$ cat src/hdl/bcp_pkg.sv
// Shared types, codes and constants of the binomial call pricer.
// Used by bcp_datapath, bcp_controller and the top level.
package bcp_pkg;

  localparam int MAX_STEPS_DEF = 64;
  localparam int DIV_ITERS     = 64;

  localparam logic [1:0] CFG_UP    = 2'd0;
  localparam logic [1:0] CFG_DOWN  = 2'd1;
  localparam logic [1:0] CFG_RATE  = 2'd2;
  localparam logic [1:0] CFG_STEPS = 2'd3;

  localparam logic [31:0] UP_RST    = 32'd1181116006;
  localparam logic [31:0] DOWN_RST  = 32'd966367641;
  localparam logic [31:0] RATE_RST  = 32'd0;
  localparam logic [6:0]  STEPS_RST = 7'd1;

  localparam logic [1:0] ST_OK          = 2'd0;
  localparam logic [1:0] ST_BAD_FACTORS = 2'd1;
  localparam logic [1:0] ST_PROB_RANGE  = 2'd2;

  localparam logic [47:0] V_MAX   = 48'h7FFF_FFFF_FFFF;
  localparam logic [47:0] V_MIN   = 48'h8000_0000_0000;
  localparam logic [33:0] P_MAX   = 34'h1_FFFF_FFFF;
  localparam logic [33:0] P_MIN   = 34'h2_0000_0000;
  localparam logic [31:0] ONE_Q30 = 32'h4000_0000;

  typedef struct packed {
    logic [39:0] initial_price;
    logic [39:0] strike_price;
  } in_t;

  typedef struct packed {
    logic signed [47:0] option_value;
    logic [1:0]         status;
  } out_t;

  typedef enum logic [4:0] {
    OP_NONE,
    OP_LOAD,
    OP_DIVP_INIT,
    OP_DIVD_INIT,
    OP_DIV_STEP,
    OP_P_SAVE,
    OP_D_SAVE,
    OP_STOCK_INIT,
    OP_MUL_U,
    OP_MUL_D,
    OP_MUL_OMP,
    OP_MUL_P,
    OP_MUL_DISC,
    OP_WR_STOCK,
    OP_WR_PAYOFF,
    OP_HOLD_A,
    OP_ACC,
    OP_WR_VAL,
    OP_OUT,
    OP_OUT_BAD
  } dp_op_e;

  typedef struct packed {
    dp_op_e op;
  } cmd_t;

  typedef struct packed {
    logic bad_factors;
    logic out_full;
  } stat_t;

endpackage

$ cat src/hdl/bcp_controller.sv
// Sequencer of the binomial call pricer: divides, forward stock lattice,
// payoffs, backward induction and result hand-off. Depends on bcp_pkg.
module bcp_controller #(
  parameter int MAX_STEPS = bcp_pkg::MAX_STEPS_DEF,
  parameter int AW        = $clog2(MAX_STEPS + 1)
) (
  input  logic           clk_i,
  input  logic           rst_ni,
  input  logic           in_valid_i,
  output logic           in_stall_o,
  input  bcp_pkg::stat_t stat_i,
  input  logic [AW-1:0]  n_i,
  output bcp_pkg::cmd_t  cmd_o,
  output logic [AW-1:0]  addr_a_o,
  output logic [AW-1:0]  addr_b_o
);
  import bcp_pkg::*;

  typedef enum logic [3:0] {
    S_IDLE, S_CHECK, S_DIVP, S_PSAVE, S_DINIT, S_DIVD, S_DSAVE,
    S_SINIT, S_STOCK, S_PAY, S_BACK, S_FIN
  } state_e;

  // phases within one node; each multiplier result is used once it has left the multiplier
  localparam logic [5:0] PH_RD     = 6'd0;
  localparam logic [5:0] PH_MUL    = 6'd1;
  localparam logic [5:0] PH_MUL2   = 6'd2;
  localparam logic [5:0] PH_WR_S   = 6'd6;
  localparam logic [5:0] PH_HOLD   = 6'd6;
  localparam logic [5:0] PH_ACC    = 6'd7;
  localparam logic [5:0] PH_DISC   = 6'd8;
  localparam logic [5:0] PH_WR_V   = 6'd13;
  localparam logic [5:0] PH_DIVEND = 6'(DIV_ITERS - 1);

  state_e        state_q, state_d;
  logic [5:0]    ph_q, ph_d;
  logic [AW-1:0] level_q, level_d, node_q, node_d;
  logic          bad_q, bad_d;

  always_comb begin
    state_d  = state_q;
    ph_d     = ph_q;
    level_d  = level_q;
    node_d   = node_q;
    bad_d    = bad_q;
    cmd_o.op = OP_NONE;
    addr_a_o = node_q;
    addr_b_o = '0;
    unique case (state_q)
      S_IDLE: begin
        if (in_valid_i) begin
          cmd_o.op = OP_LOAD;
          state_d  = S_CHECK;
        end
      end
      S_CHECK: begin
        ph_d = '0;
        if (stat_i.bad_factors) begin
          bad_d   = 1'b1;
          state_d = S_FIN;
        end else begin
          bad_d    = 1'b0;
          cmd_o.op = OP_DIVP_INIT;
          state_d  = S_DIVP;
        end
      end
      S_DIVP, S_DIVD: begin
        cmd_o.op = OP_DIV_STEP;
        if (ph_q == PH_DIVEND) begin
          ph_d    = '0;
          state_d = (state_q == S_DIVP) ? S_PSAVE : S_DSAVE;
        end else begin
          ph_d = ph_q + 6'd1;
        end
      end
      S_PSAVE: begin
        cmd_o.op = OP_P_SAVE;
        state_d  = S_DINIT;
      end
      S_DINIT: begin
        cmd_o.op = OP_DIVD_INIT;
        state_d  = S_DIVD;
      end
      S_DSAVE: begin
        cmd_o.op = OP_D_SAVE;
        state_d  = S_SINIT;
      end
      S_SINIT: begin
        cmd_o.op = OP_STOCK_INIT;
        level_d  = '0;
        ph_d     = '0;
        if (n_i == '0) begin
          node_d  = '0;
          state_d = S_PAY;
        end else begin
          node_d  = AW'(1);
          state_d = S_STOCK;
        end
      end
      S_STOCK: begin
        // node zero takes the down move, the rest the up move from below
        addr_a_o = (ph_q == PH_WR_S) ? node_q :
                   ((node_q == '0) ? '0 : node_q - AW'(1));
        ph_d = ph_q + 6'd1;
        if (ph_q == PH_MUL) begin
          cmd_o.op = (node_q == '0) ? OP_MUL_D : OP_MUL_U;
        end else if (ph_q == PH_WR_S) begin
          cmd_o.op = OP_WR_STOCK;
          ph_d     = '0;
          if (node_q != '0) begin
            node_d = node_q - AW'(1);
          end else if (level_q + AW'(1) == n_i) begin
            state_d = S_PAY;
          end else begin
            level_d = level_q + AW'(1);
            node_d  = level_q + AW'(2);
          end
        end
      end
      S_PAY: begin
        if (ph_q == PH_RD) begin
          ph_d = PH_MUL;
        end else begin
          cmd_o.op = OP_WR_PAYOFF;
          ph_d     = '0;
          if (node_q == n_i) begin
            node_d  = '0;
            level_d = n_i;
            state_d = (n_i == '0) ? S_FIN : S_BACK;
          end else begin
            node_d = node_q + AW'(1);
          end
        end
      end
      S_BACK: begin
        addr_b_o = node_q + AW'(1);
        ph_d     = ph_q + 6'd1;
        if (ph_q == PH_MUL) begin
          cmd_o.op = OP_MUL_OMP;
        end else if (ph_q == PH_MUL2) begin
          cmd_o.op = OP_MUL_P;
        end else if (ph_q == PH_HOLD) begin
          cmd_o.op = OP_HOLD_A;
        end else if (ph_q == PH_ACC) begin
          cmd_o.op = OP_ACC;
        end else if (ph_q == PH_DISC) begin
          cmd_o.op = OP_MUL_DISC;
        end else if (ph_q == PH_WR_V) begin
          cmd_o.op = OP_WR_VAL;
          ph_d     = '0;
          if (node_q == level_q - AW'(1)) begin
            node_d  = '0;
            level_d = level_q - AW'(1);
            if (level_q == AW'(1)) begin
              state_d = S_FIN;
            end
          end else begin
            node_d = node_q + AW'(1);
          end
        end
      end
      S_FIN: begin
        addr_a_o = '0;
        if (ph_q == PH_RD) begin
          ph_d = PH_MUL;
        end else if (!stat_i.out_full) begin
          cmd_o.op = bad_q ? OP_OUT_BAD : OP_OUT;
          ph_d     = '0;
          state_d  = S_IDLE;
        end
      end
      default: state_d = S_IDLE;
    endcase
  end

  always_ff @(posedge clk_i or negedge rst_ni) begin
    if (!rst_ni) begin
      state_q <= S_IDLE;
      ph_q    <= '0;
      level_q <= '0;
      node_q  <= '0;
      bad_q   <= 1'b0;
    end else begin
      state_q <= state_d;
      ph_q    <= ph_d;
      level_q <= level_d;
      node_q  <= node_d;
      bad_q   <= bad_d;
    end
  end

  assign in_stall_o = (state_q != S_IDLE);

endmodule

$ cat config.mk
export PLATFORM = sky130hd
export DESIGN_NAME = bcp_controller
export DESIGN_NICKNAME = d
export VERILOG_FILES = /design/src/hdl/bcp_pkg.sv /design/src/hdl/bcp_controller.sv
export SDC_FILE = /design/constraint.sdc
export NUM_CORES = 1
export LEC_CHECK = 0
export BUFFER_PORTS_ARGS = -buffer_cell sky130_fd_sc_hd__buf_4
export CAP_MARGIN = 10
export CORE_UTILIZATION = 45
export DETAILED_ROUTE_END_ITERATION = 16
export GPL_ROUTABILITY_DRIVEN = 1
export GPL_TIMING_DRIVEN = 0
export SYNTH_ARGS = -nofsm -noshare
export SYNTH_HDL_FRONTEND = slang
export SYNTH_SLANG_ARGS = --single-unit
$ cat constraint.sdc
create_clock -name clk_i -period 7.55 [get_ports clk_i]
set_input_delay 0.755 -clock clk_i [delete_from_list [all_inputs] [get_ports clk_i]]
set_output_delay 0.755 -clock clk_i [all_outputs]
set_load 0.005 [all_outputs]
==> flow_metrics.py <==
metrics = {
    "status": {
        "status": "finished, final reports clean",
    },
    "floorplan": {
        "die_y_microns": 85.1,
        "core_area_sq_um": 6490,
        "initial_core_util_pct": 47.8,
        "die-area_sq_um": 7240,
        "rows": 29,
        "io_pins": 32,
        "fp.dieW_microns": 85.1,
    },
    "sta": {
        "whs_ns": 0.382,
        "fmaxAchievable_mhz": 255,
        "drv_slew": 0,
        "final.setup.worst_slack_ns": 3.62,
        "rsz0062_at_grt": "no",
        "relSlewSlack_pct": 42.1,
        "finalCriticalPeriod_ns": 3.93,
        "skew_ns": 0.00437,
        "fin_crit_sh_pct": 52.0,
        "worstMarginPinSlew_ns": 0.862,
        "tns_ns": 0,
        "finalSetupViolations": 0,
        "hold_violations": 0,
    },
    "place": {
        "port_buffers": 31,
        "hpwl_mm": 7.10,
        "gp_congestion": 0.959,
        "pre_cts_ws_ns": 4.00,
    },
    "worst_setup_path": {
        "critPathBufInv": 5,
        "cp-start-kind": "register",
        "cp.depth": 12,
        "worst_path_max_delay_cell": "dfrtp_1",
        "path_cells": "clkbuf_1, inv_1, ha_1, or3b_1, buf_2, or4_1, clkbuf_1, nand2_1, nor2_1, o21ai_0, o21ai_0, buf_4",
        "cpLargestDelayFamily": "simple AND/OR/NAND/NOR gates",
        "worstPathArrival_ns": 3.17,
        "r2r_slack_ns": 4.24,
        "slowest_delay_ns": 0.42,
        "critPathKind": "register to primary output",
        "cp-end-kind": "primary output",
        "endpoint": "addr_a_o[3]",
        "rr_endpoint": "state_q[0]",
        "critPathMaxFanout": 10,
        "rr_worst_depth": 11,
        "critical_path_required_ns": 6.80,
        "startpoint": "node_q[0]",
        "r2r-start": "node_q[0]",
    },
    "synth": {
        "synthCells": 410,
        "ys_seq_area_share_pct": 20.1,
        "synth_top_cell_by_area": "dfrtp_1",
        "synth_edf_count": 0,
        "synth_nets": 433,
        "synthesis.area_sq_um": 3110,
        "ys_types": 69,
        "netlist.area_leader.share_pct": 20.1,
        "syn_area_per_cell_sq_um": 7.57,
        "ys_warn_count": 0,
        "ys_dominant_reg_cell": "dfrtp_1",
        "yosys-top-cells-count": "nand2_1 (37), nor2_1 (37), xnor2_1 (30), dfrtp_1 (25), o21ai_0 (25)",
        "ys_top_cells_by_area": "dfrtp_1 (20%), xnor2_1 (8.5%), nand2_1 (4.5%), nor2_1 (4.5%), ha_1 (4.4%)",
        "async_flop_share_pct": 100,
        "ys_ff_latch": 25,
    },
    "global_route": {
        "track_usage_pct": 27.6,
        "grt_pass1_vias": 3057,
        "antenna_found_initial": 0,
        "grt_start_max_net_pins": 26,
        "grt_pass1_wl_mm": 15.8,
        "overflow": 0,
    },
    "clock_tree": {
        "cts.repair.resized": 0,
        "numCtsBuffers": 3,
        "cts_hold_buf": 0,
        "clkTransAtPathRegs_ns": 0.10,
        "clock_latency_ns": 0.27,
        "cts_tree": "built",
        "cts-root-buf": "clkbuf_8",
        "cts_setup_buffers": 0,
        "cts.sinks": 25,
        "clock_path_buffers": 2,
        "h-tree-depth": 1,
    },
    "route": {
        "vias": 3320,
        "drt-total-wl_mm": 9.59,
        "final_antenna_net_count": 0,
        "drc": 0,
        "wl_per_cell_microns": 18.4,
        "detail_route.iter0.violations": 203,
        "viasPerCell": 6.36,
        "firstDrtPassIters": 6,
    },
    "finish": {
        "syn2layout_area_growth_pct": 12.0,
        "final_util_pct": 53.6,
        "layout.nets": 469,
        "post_route_cells_drive_above_1_share_pct": 15.1,
        "n_antenna_cell": 0,
    },
    "power": {
        "p_leak_uw": 0.00143,
        "switching_power_uw": 766,
        "p_comb_share_pct": 79.2,
        "vdd_drop_max_mv": 0.181,
        "clockPowerShare_pct": 5.9,
        "seq_power_share_pct": 14.9,
        "sw_frac_of_total_pct": 53.3,
        "p_per_area_nw_per_um2": 413,
        "internal-power_uw": 671,
    },
    "flow_run": {
        "maxCapViolations": 0,
    },
    "worst_hold_path": {
        "hold_path_class": "input pin to async pin",
    },
}
## registers in the layout, summed over array words and instances, names as in the netlist
register / flops
level_q: 7
state_q: 4
bad_q: 1
ph_q: 6
node_q: 7
## cell usage in the layout, fill, tap and decap left out, drive strengths merged, types with 16 or more instances in the layout
master and n:
dfrtp 25, clkbuf 18, nand2 37, inv 16, buf 52, nor2 37, o21ai 28, nand3 20
a21oi 21, xnor2 30
## final cells by class
cell class,instances,area (sq um)
Clock buffer,4,45.0
Sequential cell,25,626
Tap cell,77,96.3
Fill cell,682,3020
Buffer,35,175
Inverter,16,60.1
Timing Repair Buffer,31,233
Multi-Input combinational cell,334,2240
## stage by stage
stage / instances / total power (uW) / instance area, sq um
finish: 522 / 1440 / 3480
global route: 522 / 1570 / 3480
CTS: 522 / 1430 / 3480
detailed placement: 518 / 1330 / 3430
global placement: 518 / 1330 / 3430
floorplan: 410 / 1050 / 3110
## how the worst min path moves through the flow
stage	endpoint	slack, ns	startpoint	cells past startpoint
global placement	bad_q	0.50	bad_q	1
CTS	node_q[6]	0.40	rst_ni	1
finish	level_q[5]	0.38	rst_ni	1
floorplan	bad_q	0.46	rst_ni	0
detailed placement	bad_q	0.50	bad_q	1
global route	node_q[6]	0.40	rst_ni	1
## power groups by stage
stage	sequential (uW)	combinational, uW	clock [uW]
after floorplan	209	843	0
after global placement	216	1120	0
after detailed placement	218	1120	0
after CTS	215	1120	89.1
after global routing	222	1250	97.3
final	214	1140	85.3
## layer usage
metal  GRT usage (%)  part of all wire (%)  wire length (microns)  vias up
met3            2.24                   6.3                    605       22
met1            38.2                    45                   4310     1593
met5               0                     0                      0        -
met4            9.40                   1.9                    185        0
met2            45.3                    47                   4490      152
li1                -                     -                      -     1553
## logic make-up after synthesis
group,share of synthesized area (%)
buffers and inverters,7.57
muxes,1.73
adders and majority gates,4.43
DFF,20.1
AOI/OAI and AO/OA,26.4
xor gates and xnor gates,12.9
and+or+nand+nor,26.8
Power figures use the tool's default switching activity.
